$ cat src/rtl/vmx_pkg.sv
// Shared types and constants of the voice mixer.
package vmx_pkg;

  localparam int SAMPLE_W   = 16;
  localparam int ADDR_W     = 16;
  localparam int LEN_W      = 17;
  localparam int VNUM_W     = 5;
  localparam int VOL_W      = 16;
  localparam int UNITY_GAIN = 32768;
  localparam int VOL_RESET  = 16384;
  localparam int FRAC_W     = 15;

  // Input actions; code 3 means nothing and is served by default arms.
  typedef enum logic [1:0] {
    ACT_WRITE = 2'd0,
    ACT_ADD   = 2'd1,
    ACT_TICK  = 2'd2
  } vmx_action_t;

  typedef enum logic [2:0] {
    ST_CLEAR,
    ST_IDLE,
    ST_REDUCE,
    ST_WRITE,
    ST_SCAN,
    ST_TICK,
    ST_SCALE,
    ST_DONE
  } vmx_state_t;

  typedef struct packed {
    logic [1:0]                 action;
    logic [ADDR_W-1:0]          address;
    logic signed [SAMPLE_W-1:0] sample_value;
    logic [LEN_W-1:0]           length;
  } vmx_in_t;

  typedef struct packed {
    logic signed [SAMPLE_W-1:0] mixed_sample;
    logic [VNUM_W-1:0]          voice_number;
    logic                       no_free_voice;
  } vmx_out_t;

endpackage

$ cat src/rtl/vmx_addr_reduce.sv
// Reduction of a 16-bit address modulo the sample memory depth by reciprocal multiplication.
module vmx_addr_reduce #(
  parameter int SAMPLE_MEM_DEPTH = 65536,
  parameter int AW               = 16
) (
  input  logic                       clk,
  input  logic                       rst_n,
  input  logic                       start,
  input  logic [vmx_pkg::ADDR_W-1:0] addr,
  output logic                       done,
  output logic [AW-1:0]              rem
);
  import vmx_pkg::*;

  // The quotient (addr * RECIP) >> SHIFT is exact for every 16-bit address when SHIFT is
  // the address width plus ceil(log2(depth)) and RECIP is 2^SHIFT / depth rounded up.
  localparam int     LOG_D = $clog2(SAMPLE_MEM_DEPTH);
  localparam int     SHIFT = ADDR_W + LOG_D;
  localparam int     RW    = ADDR_W + 2;
  localparam int     PW    = ADDR_W + RW;
  localparam longint RECIP = ((longint'(1) << SHIFT) + longint'(SAMPLE_MEM_DEPTH) - 1) /
                             longint'(SAMPLE_MEM_DEPTH);
  localparam logic [RW-1:0]     RECIP_C  = RW'(RECIP);
  localparam logic [ADDR_W-1:0] DEPTH_LO = ADDR_W'(SAMPLE_MEM_DEPTH);

  logic              s1_r, done_r;
  logic [ADDR_W-1:0] addr_r;
  logic [PW-1:0]     prod_r, prod_nxt;
  logic [ADDR_W-1:0] quo;
  logic [ADDR_W-1:0] rem_lo;
  logic [AW-1:0]     rem_r, rem_nxt;

  // Multiply the address by the reciprocal of the depth into the product register.
  assign prod_nxt = PW'(addr) * PW'(RECIP_C);

  // From the product register: the remainder fits the address width, so modular arithmetic is exact.
  assign quo     = ADDR_W'(prod_r >> SHIFT);
  assign rem_lo  = addr_r - ADDR_W'(quo * DEPTH_LO);
  assign rem_nxt = AW'(rem_lo);

  always_ff @(posedge clk) begin
    if (!rst_n) begin
      s1_r   <= 1'b0;
      done_r <= 1'b0;
    end else begin
      s1_r   <= start;
      done_r <= s1_r;
    end
  end

  always_ff @(posedge clk) begin
    if (start) begin
      prod_r <= prod_nxt;
      addr_r <= addr;
    end
    if (s1_r) begin
      rem_r <= rem_nxt;
    end
  end

  assign done = done_r;
  assign rem  = rem_r;

endmodule

$ cat config.mk
export PLATFORM = sky130hd
export DESIGN_NAME = vmx_addr_reduce
export DESIGN_NICKNAME = d
export VERILOG_FILES = /design/src/rtl/vmx_pkg.sv /design/src/rtl/vmx_addr_reduce.sv
export SDC_FILE = /design/constraint.sdc
export NUM_CORES = 1
export LEC_CHECK = 0
export BUFFER_PORTS_ARGS = -buffer_cell sky130_fd_sc_hd__buf_4
export CAP_MARGIN = 20
export CORE_ASPECT_RATIO = 0.5
export CORE_MARGIN = 3
export CORE_UTILIZATION = 30
export CTS_CLUSTER_DIAMETER = 100
export DETAILED_ROUTE_END_ITERATION = 6
export HOLD_SLACK_MARGIN = 0.15
export PLACE_DENSITY_LB_ADDON = 0.1
export SLEW_MARGIN = 20
export SYNTH_ARGS = -nofsm -noshare
export SYNTH_HDL_FRONTEND = slang
export SYNTH_SLANG_ARGS = --single-unit
export TNS_END_PERCENT = 30
$ cat constraint.sdc
create_clock -name clk -period 1.2 [get_ports clk]
set_input_delay 0.06 -clock clk [delete_from_list [all_inputs] [get_ports clk]]
set_output_delay 0.06 -clock clk [all_outputs]
set_load 0.005 [all_outputs]
After elaboration in Yosys (flattened, before gate mapping)
Index checks and enable logic that the tools add are counted.

Add/subtract/negate cells: 0. Multiply operators: 0. Divide/modulo/power cells: 0. $lt $le $gt $ge: 0. Equal/unequal tests: 0. Shift-type cells: 0. Mux-type cells: 0. Bitwise gates (word level): 0. Reduce and logical (&&, ||, !) cells: 0.

Register bits: 34. Bits in latches: 0. RAM bits: 0. Bits in read-only memories: 0. Bits of input ports: 19. Output and inout bits: 17. Logic and storage cells: 4. Memories: 0.

Longest topological paths before layout
Depth in word-level cells: 0. Mapped depth: 1. Depth with buffers taken out: 1.

Least setup slack after synthesis
OpenSTA, ideal clock, no wires.

Kind: reg2reg. Start: register s1_r. End: register rem_r[0], in the netlist rem[0], enable pin. Setup time: 374 ps. Arrival: 626 ps. Data required time: 826 ps. Slack: 200 ps. Stages on the path, launching flop included: 1. Buffers on the path: 0. Period minus slack after synthesis: 1000 ps. Path through: dfxtp_1.

RTL lines: start: declaration (line vmx_addr_reduce.sv:26) `logic s1_r, done_r;`; start signal: assignment (line vmx_addr_reduce.sv:46) `s1_r <= start;`; end signal: assignment (line vmx_addr_reduce.sv:57) `rem_r <= rem_nxt;`; end: declaration (line vmx_addr_reduce.sv:31) `logic [AW-1:0] rem_r, rem_nxt;`.

No word-level cell between the ends.

Final worst setup path
Start: register rem_r[7], in the netlist rem[7]. End: output port rem[7].

RTL lines: end: declaration (line vmx_addr_reduce.sv:11) `output logic [AW-1:0] rem`.

No word-level cell between the ends.

==> reports/qor.yml <==
initial_core_util_pct: 32.50
insertion_delay_ns: 0.28
io_buffers: 35
status: "finished clean"
htree_levels: 2
leakage_nw: 0.6240
grt_pass1_wl_um: 2463
ant_nets: 0
vdd_drop_max_mv: 0.7464
synth_cells: 36
mostFrequentLayoutCells: "35 x buf_4, 32 x edfxtp_1, 18 x dlygate4sd3_1, 5 x clkbuf_8"
hold_viol_final: 0
cts_setup_buffers: 0
maxSlewViolCount: 0
worstSetupEndpointType: "primary output"
worstPathCellList: "buf_4"
pre_cts_ws_ns: 0.3662
crit_buf_inv: 1
max_cap_viol_count: 0
slew_headroom_pct: 86.06
rsz0062_at_grt: "false"
cts_tree: "built"
area_growth_syn_to_layout_pct: 58.64
syn_area_sq_um: 1013
required_ns: 1.14
ys_warn_count: 0
finalSetupTns_ns: 0
final_common_cell: "buf_4"
crit_type: "register to primary output"
io_pins: 36
hpwl_um: 1060
period_needed_ns: 0.8582
yosysUniqueCellTypes: 3
setup_slack_ns: 0.3418
fp-row-count: 14
fin_worst_skew_ns: 0.004562
routed-via-count: 554
cp.arrival_ns: 0.80
overflow: 0
crit_slowest_cell: "edfxtp_1"
drtIter0Drc: 27
synth.largest_area_cell: "edfxtp_1"
route.detailed.drc: 0
cts-root-buf: "clkbuf_8"
grt_start_max_net_pins: 18
worstHoldPathType: "register to register"
clockBufferDepth: 2
track_usage_pct: 9.080
grt_pass1_vias: 584
clock-sinks: 34
powerDensity_nw_per_um2: 1485
cpPeakStageDelay_ns: 0.37
antenna_cells: 0
period_share_pct: 71.51
setup_viol: 0
place_congestion: 0.5505
vias_per_cell: 4.014
antenna_found_initial: 0
die_w_um: 88.20
fin_nets: 116
syn_avg_cell_area_sq_um: 28.15
drive_gt1_share_pct: 42.86
wirelength_um: 1657
numCtsBuffers: 5
core_area_sq_um: 3118
die_area_sq_um: 4154
die_h_um: 47.10
synth_area_leaders: "edfxtp_1 95%, dfxtp_1 4.0%, and2_1 1.2%"
synth.yosys.seq_area_share_pct: 98.77
avgRoutedWirePerCell_um: 12.01
synthesis.nets: 55
cts.reportedPaths.clkPinSlew_ns: 0.07
path_max_fanout: 1
path_delay_family: "flip-flops"
dr.pass1.iters: 2
cp-start-kind: "register"
clock.fmax_mhz: 1165
synth.top_cell.area_share_pct: 94.81
tightest_slew_ns: 0.2092
synth_seq_cells: 34
worst paths after layout:
kind / slack, ns / cells past startpoint / end / from
setup / recovery: 0.34 / 1 / rem[7] / rem[7]
hold / removal: 0.42 / 0 / rem[13] / addr_r[13]
hold reg to reg: 0.42 / 0 / rem[13] / addr_r[13]
setup reg to reg: 0.37 / 1 / rem[1] / s1_r
area by class of cell:
class / instances / area (sq um)
sequential: 34 / 1001
tap: 40 / 50.05
multi-input combinational: 2 / 12.51
clock inverter: 2 / 8.758
timing repair buffer: 54 / 462.9
fill: 263 / 1510
clock buffer: 6 / 72.57
report_power, final:
part / total (W) / internal, W / leakage (nW) / switching, W
logic: 0.000185 / 0.000128 / 0.258 / 0.0000569
registers: 0.00142 / 0.00140 / 0.323 / 0.0000223
clock network: 0.000783 / 0.000398 / 0.0426 / 0.000385
cell usage after synthesis:
| cell | count |
|---|---|
| and2_1 | 2 |
| dfxtp_1 | 2 |
| edfxtp_1 | 32 |
state kept, by name, indices dropped and copies added, names as in the netlist:
| name | count |
|---|---|
| addr_r | 16 |
| s1_r | 1 |
| done | 1 |
| rem | 16 |
routing by layer:
metal | routed length, um | share of wire [%] | GRT usage [%] | up-vias
li1 | - | - | - | 262
met1 | 535 | 32 | 7.761 | 265
met2 | 946 | 57 | 16.20 | 21
met3 | 136 | 8.2 | 5.779 | 6
met4 | 38 | 2.3 | 6.325 | 0
met5 | 0 | 0 | 0 | -
repair_timing:
item | 4_1_cts | 5_1_grt
gates resized for setup | 0 | 0
hold buffers | 18 | 0
hold endpoints to repair | 34 | 0
logic make-up (layout without fill, tap and decap cells):
| group | count (synthesis) | count (layout) | share of synthesized area [%] |
|---|---|---|---|
| buffers and inverters | 0 | 62 | 0 |
| and+or+nand+nor | 2 | 2 | 1.234 |
| DFF | 34 | 34 | 98.77 |
stage by stage:
stage	instances	area [sq um]	total power, W	utilization (%)	hold WS, ns
after CTS	138	1608	0.002426	51.57	0.4194
after global routing	138	1608	0.002497	51.57	0.4257
after global placement	112	1346	0.001578	43.18	0.2380
final	138	1608	0.002388	51.57	0.4185
after floorplan	36	1013	0.001456	-	0.1589
after detailed placement	112	1346	0.001589	43.18	0.2393
(Power assumes the default switching activity.)
