**config.mk**
```make
export PLATFORM = sky130hd
export DESIGN_NAME = vmx_scale_clip
export DESIGN_NICKNAME = d
export VERILOG_FILES = /design/src/rtl/vmx_pkg.sv /design/src/rtl/vmx_scale_clip.sv
export SDC_FILE = /design/constraint.sdc
export NUM_CORES = 1
export LEC_CHECK = 0
export BUFFER_PORTS_ARGS = -buffer_cell sky130_fd_sc_hd__buf_2
export CAP_MARGIN = 20
export CORE_ASPECT_RATIO = 1.5
export CORE_MARGIN = 1.5
export CORE_UTILIZATION = 41
export DETAILED_ROUTE_END_ITERATION = 6
export GPL_TIMING_DRIVEN = 0
export REMOVE_ABC_BUFFERS = 1
export SLEW_MARGIN = 15
export SYNTH_ARGS = -nofsm -noshare
export SYNTH_HDL_FRONTEND = slang
export SYNTH_SLANG_ARGS = --single-unit
```
**constraint.sdc**
```tcl
create_clock -name clk -period 8 [get_ports clk]
set_input_delay 0.8 -clock clk [delete_from_list [all_inputs] [get_ports clk]]
set_output_delay 0.8 -clock clk [all_outputs]
set_load 0.01 [all_outputs]
```
**src/rtl/vmx_pkg.sv**
```systemverilog
// Shared types and constants of the voice mixer.
package vmx_pkg;

  localparam int SAMPLE_W   = 16;
  localparam int ADDR_W     = 16;
  localparam int LEN_W      = 17;
  localparam int VNUM_W     = 5;
  localparam int VOL_W      = 16;
  localparam int UNITY_GAIN = 32768;
  localparam int VOL_RESET  = 16384;
  localparam int FRAC_W     = 15;

  // Input actions; code 3 means nothing and is served by default arms.
  typedef enum logic [1:0] {
    ACT_WRITE = 2'd0,
    ACT_ADD   = 2'd1,
    ACT_TICK  = 2'd2
  } vmx_action_t;

  typedef enum logic [2:0] {
    ST_CLEAR,
    ST_IDLE,
    ST_REDUCE,
    ST_WRITE,
    ST_SCAN,
    ST_TICK,
    ST_SCALE,
    ST_DONE
  } vmx_state_t;

  typedef struct packed {
    logic [1:0]                 action;
    logic [ADDR_W-1:0]          address;
    logic signed [SAMPLE_W-1:0] sample_value;
    logic [LEN_W-1:0]           length;
  } vmx_in_t;

  typedef struct packed {
    logic signed [SAMPLE_W-1:0] mixed_sample;
    logic [VNUM_W-1:0]          voice_number;
    logic                       no_free_voice;
  } vmx_out_t;

endpackage

```
**src/rtl/vmx_scale_clip.sv**
```systemverilog
// Master volume multiply, floor to Q1.15 and saturation, two register stages.
module vmx_scale_clip #(
  parameter int SW = 22
) (
  input  logic                                clk,
  input  logic                                rst_n,
  input  logic                                start,
  input  logic signed [SW-1:0]                sum,
  input  logic [vmx_pkg::VOL_W-1:0]           vol,
  output logic                                done,
  output logic signed [vmx_pkg::SAMPLE_W-1:0] mix
);
  import vmx_pkg::*;

  localparam int PW = SW + VOL_W + 1;
  localparam logic signed [PW-1:0] Q_MAX = PW'(32767);
  localparam logic signed [PW-1:0] Q_MIN = -PW'(32768);

  logic                       p_v_r, done_r;
  logic signed [PW-1:0]       prod_r, prod_nxt;
  logic signed [SAMPLE_W-1:0] mix_r, mix_nxt;
  logic [VOL_W-1:0]           gain;
  logic signed [PW-1:0]       sum_x, gain_x, q;

  // Volume above unity acts as unity.
  assign gain   = (vol > VOL_W'(UNITY_GAIN)) ? VOL_W'(UNITY_GAIN) : vol;
  assign sum_x  = PW'(sum);
  assign gain_x = $signed(PW'(gain));
  assign prod_nxt = sum_x * gain_x;

  // Arithmetic shift rounds toward minus infinity.
  assign q = prod_r >>> FRAC_W;

  always_comb begin
    if (q > Q_MAX) begin
      mix_nxt = SAMPLE_W'(Q_MAX);
    end else if (q < Q_MIN) begin
      mix_nxt = SAMPLE_W'(Q_MIN);
    end else begin
      mix_nxt = SAMPLE_W'(q);
    end
  end

  always_ff @(posedge clk) begin
    if (!rst_n) begin
      p_v_r  <= 1'b0;
      done_r <= 1'b0;
    end else begin
      p_v_r  <= start;
      done_r <= p_v_r;
    end
  end

  always_ff @(posedge clk) begin
    if (start) begin
      prod_r <= prod_nxt;
    end
    if (p_v_r) begin
      mix_r <= mix_nxt;
    end
  end

  assign done = done_r;
  assign mix  = mix_r;

endmodule

```
* Word-level counts from Yosys, hierarchy flattened
Index checks and enable logic that the tools add are counted.
** Cells by class
- Mux-type cells :: 2
- Reduce and logical (&&, ||, !) cells :: 0
- Equality and inequality tests :: 0
- $mul :: 1
- $lt $le $gt $ge :: 3
- Divide/modulo/power cells :: 0
- Shifts and indexed selects :: 0
- Bitwise operators :: 0
- $add $sub $neg :: 0
** Operator list (number)
- $mul 22x17->39 :: 1
- $mux 16 :: 2
- $gt 24x16->1 const B :: 1
- $lt 24x16->1 const B :: 1
- $gt 16x16->1 const B :: 1
** Storage, ports and cells
- RAM bits :: 0
- Bits in registers :: 57
- Input bits :: 41
- Output and inout port bits :: 17
- Memories kept :: 0
- Bits in latches :: 0
- ROM bits :: 0
- Word-level logic and storage cells :: 10

* Depth between registers and ports, before layout
Gate-level depths: netlist (run 1).
- Depth after elaboration :: 3
- Depth in mapped cells :: 27

* Least setup slack after synthesis (run 1)
OpenSTA, ideal clock, no wires.
- Path type :: in2reg
- From :: input vol[2] (netlist name)
- To :: register prod_r[20], data pin
- Setup slack :: 0.851 ns
- Required time :: 7.735 ns
- Library setup time :: 0.265 ns
- Data arrival time :: 6.883 ns
- Cell stages on the path :: 24
- Path through :: nor4_1 -> a41oi_1 -> nor2b_1 -> clkbuf_1 -> and2_1 -> fa_1 -> inv_1 -> fa_1 -> fa_1 -> inv_1 -> fa_1 -> fa_1 -> inv_1 -> fa_1 -> inv_1 -> ha_1 -> and4_1 -> nand4_1 -> or3b_1 -> a31oi_1 -> or3_4 -> a31oi_4 -> mux2i_1 -> or3_1
** On the way
- Cells in the longest elaborated chain, start to end :: 3
** Ends and longest elaborated chain
- from (decl) :: line vmx_scale_clip.sv:9 : input logic [vmx_pkg::VOL_W-1:0] vol,
- $gt 16x16->1 :: line vmx_scale_clip.sv:26 : assign gain = (vol > VOL_W'(UNITY_GAIN)) ? VOL_W'(UNITY_GAIN) : vol;
- $mux 16 * :: line vmx_scale_clip.sv:26
- $mul 22x17->39 * :: line vmx_scale_clip.sv:29 : assign prod_nxt = sum_x * gain_x;
- net prod_nxt[20] :: line vmx_scale_clip.sv:20 : logic signed [PW-1:0] prod_r, prod_nxt;
- to (signal assigned) :: line vmx_scale_clip.sv:56 : prod_r <= prod_nxt;
- to (decl) :: line vmx_scale_clip.sv:20
Mark *: on every way through the listed nets, which the timed path passes. The rest lies on a longest branch.
A chain may end at the register's enable or synchronous reset.

* Final worst setup path (run 1)
- From :: input vol[2] (netlist name)
- To :: register prod_r[37], data pin
The elaborated chain is that of the path after synthesis.

==> impl.org, run 1 <==
** Worst setup path
- In this run the worst setup path begins at vol[2].
- In this run the worst setup path terminates at prod_r[37]$_DFFE_PP_.
- Critical R2R Capture :: mix[3]$_SDFFCE_PN1P_
- For the worst setup path, the data arrival time is 7.71 ns.
- Setup slack of the most critical reg-to-reg path :: between 6 and 7 ns
- The slowest stage of the critical path belongs to the cell fa_1.
- Measured in cells, the most critical reg-to-reg path has a length of 3.
- Cell occurring most often along the worst timing path :: fa_1
- The critical path is of the in -> reg type.
- For the worst setup path, the data required time is roughly 8 ns.
- On the worst path, the slowest cell contributes a delay of 0.57 ns.
- Kind of capture point of the worst setup path :: flop
- Critical Path Start Type :: input pin
- R2R Path Start :: prod_r[31]$_DFFE_PP_
- The signal on the critical path passes through buf_2 > nor4_2 > a41oi_4 > nor2b_2 > buf_6 > and2_1 > fa_1 > fa_1 > fa_1 > fa_1 > fa_1 > inv_1 > fa_1 > inv_1 > ha_1 > and4_1 > and3_1 > nand4_1 > a21oi_2 > a221o_1 > a221o_1 > a21oi_2 > xnor2_1.
- In this run the worst path has a maximum fanout of 12.

** Detailed routing
- First-pass iteration count of the detailed router :: 4
- Drt total wl :: about 34000 microns
- Summing over every cut layer, the via total after detailed routing is 9827.
- After detailed routing, the average wire length per cell comes to 17.3 microns.
- Iteration-0 DRC Markers :: 376
- Antenna-violating nets left :: 0
- In the routed design, unresolved DRC markers number 0.
- Dividing the detail-routed via count by the number of cells gives 5.08.

** Global routing
- The number of global-route vias before repair was 11500.
- Antenna violations before repair :: 0
- In the global route stage, overall resource usage came out at 20.6%.
- First-pass GRT wire length :: approximately 57000 microns
- Maximum number of pins on one net before global-route repair :: 33
- The total overflow left after global routing is 0.

** STA
- Minimum setup slack in the final design :: 0.321 ns
- The worst path needs 7.68 ns of the cycle, external delays included.
- Max Slew Vio Count :: 0
- Setup repair after global routing missed its margin :: no
- Hold WS :: 0.525 ns
- For the pin with the worst max-slew slack, the measured transition is 0.981 ns.
- Post-Route Skew :: 0.00491 ns
- Final hold vios :: 0
- After layout, the worst path uses 96.0% of the clock period.
- Setup Viol. Count Final :: 0
- FMAX :: 0.130 GHz
- Worst slew margin :: 34.2%

** Yosys
- Main synth FF type :: edfxtp_1
- Share of flip-flops with an asynchronous set or reset :: 0%
- After synthesis the netlist holds a flip-flop and latch count of 42.
- Yosys mapped a number of flops with a built-in enable equal to 40.
- Synthesis produced a netlist whose cell count is between 1000 and 1500.
- Synthesized area divided by synthesized cell count :: ~9.5 sq um
- Yosys printed 0 warnings.
- Part of the Yosys area used for sequential elements :: 8.74%
- Synthesized cell area :: 0.0142 sq mm
- Number of library cell types mapped by synthesis :: 51

** Layout
- From synthesis to final layout, the design area changed by 7.43%.
- Filler cell count in the final layout :: 3300
- Fraction of layout instances using a drive strength above 1 :: under 10%
- Area of the multi-input gates :: ~0.011 sq mm
- # nets final :: approximately 2000
- The repair_antennas step left the layout with diodes totalling 0.
- The sequential cells in the finished layout cover a total of 0.00124 sq mm.

** Floorplan
- The floorplan has 83 rows.
- Initial cell density of the core :: 41.6%
- Placeable core region :: 0.0342 sq mm
- Die X :: 155 microns
- The die is between 200 and 250 microns tall.
- 58 I/O pins were placed.
- Full die area :: 0.0358 sq mm

** Power and ir drop
- After layout, the design draws a total of ~0.0052 W.
- Leakage component of the power :: a little under 8 nW
- Proportion of power drawn by the clock network :: 4.2%
- Switching power total :: approximately 0.0026 W
- Share of total power in sequential cells :: 11.0%
- Worst-case vdd ir drop :: 0.294 mV
- Net switching fraction of the power :: 50.2%
- Power density relative to cell area :: around 340 mW/mm^2
- Combinational logic burns 84.8% of the power.
- Internal Dissipation :: 0.00261 W

** Clocking
- Largest buffer count on any clock path :: 2
- Cts bufs inserted :: 5
- The tree is rooted in a clkbuf_16.
- Worst skew pair latency :: 0.28 ns
- After clock tree synthesis, the flow added hold-fix buffers numbering 0.
- Post-CTS clock slew at the launch and capture registers of the worst setup and hold paths :: 0.06 ns
- Clock tree from TritonCTS :: yes
- The clock tree synthesis step divided the H-tree into 2 levels.
- Clock tree sinks :: 42

** Min path
- Startpoint of the most critical hold path :: prod_r[38]$_DFFE_PP_
- Type of the worst min-delay path :: reg -> reg

** Placement
- Quantity of I/O buffers inserted on ports :: 57
- Routability-driven placement congestion ratio :: 0.837
- Final HPWL from detailed placement :: between 20000 and 30000 microns
- Worst Setup Slack post-DPL :: -0.877 ns

** Outcome
- Result of the run :: finished clean

** Job
- Number of maximum-capacitance violations :: 0
metrics by stage:
step / utilization, % / instance area (sq um) / TNS [ns] / cells
floorplan: - / 14000 / 0 / 1433
global placement: 43.3 / 14800 / -18.96 / 1915
detailed placement: 43.9 / 15000 / -11.84 / 1926
CTS: 44.6 / 15200 / 0 / 1936
global route: 44.6 / 15300 / 0 / 1936
finish: 44.6 / 15300 / 0 / 1936
synth_stat cells, types with 3 or more instances:
cell,n,area share (%)
nor4_1,5,0.22
o21bai_1,3,0.16
nand4_1,6,0.26
a21oi_2,4,0.25
fa_1,347,49
a21o_1,9,0.48
clkbuf_1,58,1.5
nand3_1,3,0.11
xnor2_1,20,1.2
a21oi_1,19,0.67
and2_1,185,8.2
ha_1,95,8.4
o31ai_1,3,0.16
o21ai_0,6,0.21
and3_1,3,0.13
o21a_1,19,1.0
nor3_1,7,0.25
nor2_1,15,0.40
inv_1,407,11
xor2_1,4,0.25
nor2b_1,16,0.70
edfxtp_1,40,8.5
nand2_1,178,4.7
kinds of logic after synthesis:
kind of cell    Yosys count  synth area share (%)
compound gates           89                  4.64
xor+xnor                 24                  1.48
fa+ha+maj               442                  57.3
buf+inv                 465                  12.3
flops                    42                  8.74
mux                       1                0.0705
simple gates            428                  15.5
cell type report:
cell class | instances | area share [%]
Multi-Input combinational cell | 984 | 74.3
Timing Repair Buffer | 70 | 2.99
Inverter | 407 | 10.0
Tap cell | 425 | 3.49
Clock buffer | 6 | 0.845
Sequential cell | 42 | 8.14
Clock inverter | 2 | 0.246
critical path, delay by kind of cell:
kind	cells	cell delay, ns
compound gates	5	1.33
simple gates	6	1.69
buf+inv	4	0.46
xor+xnor	1	0.07
fa+ha+maj	7	3.35
routing by layer:
metal / wire, microns / GRT usage (%)
met1: 11400 / 20.5
met2: 19600 / 42.5
met3: 798 / 1.50
met4: 1730 / 8.92
met5: 0 / 0
placed cells by master (no fill, tap or decap), types with 9 or more instances in the layout:
| cell | count |
|---|---|
| o21a_1 | 19 |
| a21o_1 | 9 |
| buf_2 | 56 |
| nor2_1 | 15 |
| inv_1 | 407 |
| and2_1 | 185 |
| nor2b_2 | 9 |
| fa_1 | 347 |
| a21oi_1 | 18 |
| nand2_1 | 178 |
| ha_1 | 95 |
| xnor2_1 | 20 |
| edfxtp_1 | 40 |
state kept, by name, indices dropped and copies added (netlist names):
register	cells
prod_r	24
mix	16
done	1
p_v_r	1
what timing repair did:
action | 4_1_cts | 5_1_grt
setup endpoints to repair | 19 | 12
resized for setup | 6 | 5
hold endpoints to repair | 0 | 0
setup buffers | 2 | 0
worst min-delay path by stage:
stage	to	slack (ns)	cells after the start
2_1_floorplan	mix[15]$_SDFFCE_PN0P_	0.45	0
3_3_place_gp	mix[15]$_SDFFCE_PN0P_	0.48	0
3_5_place_dp	mix[15]$_SDFFCE_PN0P_	0.49	0
4_1_cts	mix[15]$_SDFFCE_PN0P_	0.51	0
5_1_grt	mix[15]$_SDFFCE_PN0P_	0.54	0
6_report	mix[15]$_SDFFCE_PN0P_	0.52	0
power groups by stage:
stage	logic, W	registers, W	clock network [W]
after floorplan	0.00336	0.000582	0
after global placement	0.00446	0.000579	0
after detailed placement	0.00451	0.000582	0
after CTS	0.00454	0.000578	0.000227
after global routing	0.00516	0.000585	0.000237
final	0.00445	0.000576	0.000223
Note: power is estimated with default switching activity, not from simulation.
==> run 2, diff against run 1 <==
--- a/config.mk
+++ b/config.mk
@@ -12,7 +12,6 @@
 export CORE_UTILIZATION = 41
 export DETAILED_ROUTE_END_ITERATION = 6
 export GPL_TIMING_DRIVEN = 0
-export REMOVE_ABC_BUFFERS = 1
 export SLEW_MARGIN = 15
 export SYNTH_ARGS = -nofsm -noshare
 export SYNTH_HDL_FRONTEND = slang
==> impl.org, run 2 (synthesis results as in run 1) <==
** Outcome
- The run finished with clean final reports.

** Detailed routing
- The residual DRC count was 0 (unchanged).
- Iteration-0 DRC Markers :: 426 (+13%)
- Antenna-violating nets left :: 0 (unchanged)
- Average wire per cell in the routed design :: 18.7 microns (+7.9%)
- First-pass iteration count of the detailed router :: 6 (+2)
- The vias per cell is 5.04 (-0.64%).
- The routed via count is 10000 (+1.8%).
- Drt total wl :: 37000 microns (+11%)

** STA
- Worst slew margin :: 50.7% (+17 points)
- The slew at the pin closest to its max-slew limit is 0.738 ns (-0.242 ns).
- Minimum clock period :: 7.76 ns (+0.0779 ns)
- Hold WS :: 0.531 ns (+0.00685 ns)
- The final setup violation count came to 0 (unchanged).
- The number of pins with negative max-slew slack in the final report is 0 (unchanged).
- The share of the cycle needed by the critical path after routing came to 97.0% (+0.97 points).
- FMAX :: 0.129 GHz (-1.0%)
- The final number of hold-violating endpoints was 0 (unchanged).
- The worst clock skew is 0.00444 ns (-0.000462 ns).

** Layout
- The fill cell total of the finished layout is 3352 (+1.6%).
- Most flops, register :: prod_r
- The number of cells in the finished layout apart from fillers came to 1983 (+2.4%).
- Leaving out fill and tap cells, the most frequent cell in the layout is inv_1.
- Fraction of layout instances using a drive strength above 1 :: 6.93% (-0.48 points)
- Compared with the post-synthesis result, the final layout area differs by 7.65%.
- Commonest non-fill, non-tap cells in the layout :: inv_1 (407), fa_1 (347), and2_1 (185), nand2_1 (178), ha_1 (95)
- The number of flip-flops under the largest register name came to 24 (unchanged).
- The final non-filler cell area was 0.0153 sq mm (+0.21%).
- # nets final :: 2040 (+2.4%)
- Diode insertion count for antenna repair :: 0 (unchanged)

** Power and ir drop
- Final Total Pwr :: 0.00541 W (+3.1%)
- Worst-case vdd ir drop :: 0.450 mV (+53%)
- Power density relative to cell area :: 354 mW/mm^2 (+2.9%)
- Leakage component of the power :: 7.72 nW (+0.46%)

** Placement
- Post-DP Area :: 0.0150 sq mm (about the same)
- The final estimated routing congestion in global placement is 0.902 (+7.8%).
- Quantity of I/O buffers inserted on ports :: 57 (unchanged)
- Final HPWL from detailed placement :: 32200 microns (+16%)
- Number of cells after detailed placement :: 1973 (+2.4%)

** Floorplan
- The total die area was 0.0358 sq mm (unchanged).
- Total number of placement rows :: 83 (unchanged)
- The area of the core came to 0.0342 sq mm (unchanged).
- Initial cell density of the core :: 41.6% (unchanged)
- The height of the chip was 231 microns (unchanged).
- Die X :: 155 microns (unchanged)
- I/O pin count :: 58 (unchanged)

** Clocking
- The clock insertion delay at the later pin of the skew report was 0.29 ns (about the same).
- The tree is rooted in a clkbuf_16.
- Level count of the clock H-tree :: 2 (unchanged)
- The clock-pin slew reported for the worst setup and hold paths after clock tree synthesis is 0.06 ns (about the same).
- TritonCTS built the clock tree.
- The number of buffers created by CTS came to 5 (unchanged).
- The number of sinks driven by the clock tree is 42 (unchanged).
- Largest buffer count on any clock path :: 2 (unchanged)

** Global routing
- Antenna violations before repair :: 0 (unchanged)
- Maximum number of pins on one net before global-route repair :: 26 (-21%)
- First-pass GRT wire length :: 60900 microns (+6.9%)
- The overflow left after global routing came to 0 (unchanged).
- The overall routing resource usage was 22.6% (+2.0 points).
- Number of global-route vias before repair :: 11600 (+0.94%)

** Worst setup path
- WS Path Type :: in -> reg
- The data required time of the worst path was 8.03 ns (about the same).
- STA classifies the critical path startpoint as an input pin.
- Kind of capture point of the worst setup path :: flop
- The maximum fanout encountered on the critical timing path came to 10 (-2).
- The data arrival time of the critical path was 7.79 ns (+0.08 ns).

** Min path
- The worst hold path belongs to the class reg -> reg.

** Yosys
- Syn_nets :: 1974

** Job
- The number of max-cap violations is 0 (unchanged).
==> run 2: changes by cell type in the layout (fill, tap and decap cells not counted), moves of 4 or more <==
cell / before / now
buf_6: 5 / 0
clkbuf_2: 0 / 16
clkbuf_1: 1 / 38
nor2b_2: 9 / 4
buf_8: 7 / 0
nor2b_4: 6 / 2
clkbuf_4: 0 / 4
nor2b_1: 1 / 10
==> run 2: cell type report <==
class | instances | area (sq um) | share of cell area, %
tap | 425 | 532 | 3.48
clock inverter | 3 | 40.0 | 0.262
buffer | 58 | 253 | 1.65
sequential | 42 | 1240 | 8.12
inverter | 407 | 1530 | 10.0
timing repair buffer | 59 | 300 | 1.96
clock buffer | 5 | 125 | 0.819
multi-input combinational | 984 | 11300 | 73.7
==> run 2: metal layers <==
metal	track usage, %	up-vias	routed length [microns]
li1	-	4457	-
met3	1.56	93	946
met5	0	-	0
met2	44.4	222	21000
met1	23.2	5229	12600
met4	13.0	0	2560
==> run 2: critical path: stages <==
cell      delay, ns
buf_2          0.13
nor2b_1        0.53
clkbuf_1       0.61
nand2_1        0.15
fa_1           0.49
fa_1           0.51
fa_1           0.51
inv_1          0.05
fa_1           0.48
fa_1           0.49
inv_1          0.05
fa_1           0.47
inv_1          0.05
ha_1           0.33
and4_1         0.25
nand4_1        0.16
or3b_1         0.58
a31oi_2        0.33
or3_4          0.18
a31oi_4        0.10
mux2i_1        0.14
or3_1          0.38
==> run 2: per-stage QoR <==
stage	setup TNS (ns)	utilization [%]	setup slack (ns)
2_1_floorplan	0	-	0.851
3_3_place_gp	-8.05	43.9	-0.665
3_5_place_dp	-7.33	43.9	-0.602
4_1_cts	0	44.5	0.0348
5_1_grt	-0.0692	44.7	-0.0394
6_report	0	44.7	0.243
==> run 2: worst paths after layout <==
path | depth (start not counted) | start | endpoint | slack, ns
hold reg to reg | 1 | prod_r[24]$_DFFE_PP_ | mix[9]$_SDFFCE_PN1P_ | 0.53
setup reg to reg | 4 | prod_r[37]$_DFFE_PP_ | mix[8]$_SDFFCE_PN1P_ | 6.19
hold / removal | 1 | prod_r[24]$_DFFE_PP_ | mix[9]$_SDFFCE_PN1P_ | 0.53
setup / recovery | 22 | vol[15] | prod_r[20]$_DFFE_PP_ | 0.24
==> run 2: report_power, final <==
part           internal [W]  switching (W)  leakage [nW]
Combinational       0.00193        0.00268          7.24
Clock              0.000146      0.0000801        0.0836
Sequential         0.000545      0.0000283         0.397
==> run 2: repair_timing <==
action                     CTS  global route
resized for setup            6            50
setup endpoints to repair   14            13
pin swaps                    0             1
hold buffers                 0             0
setup buffers                0             2
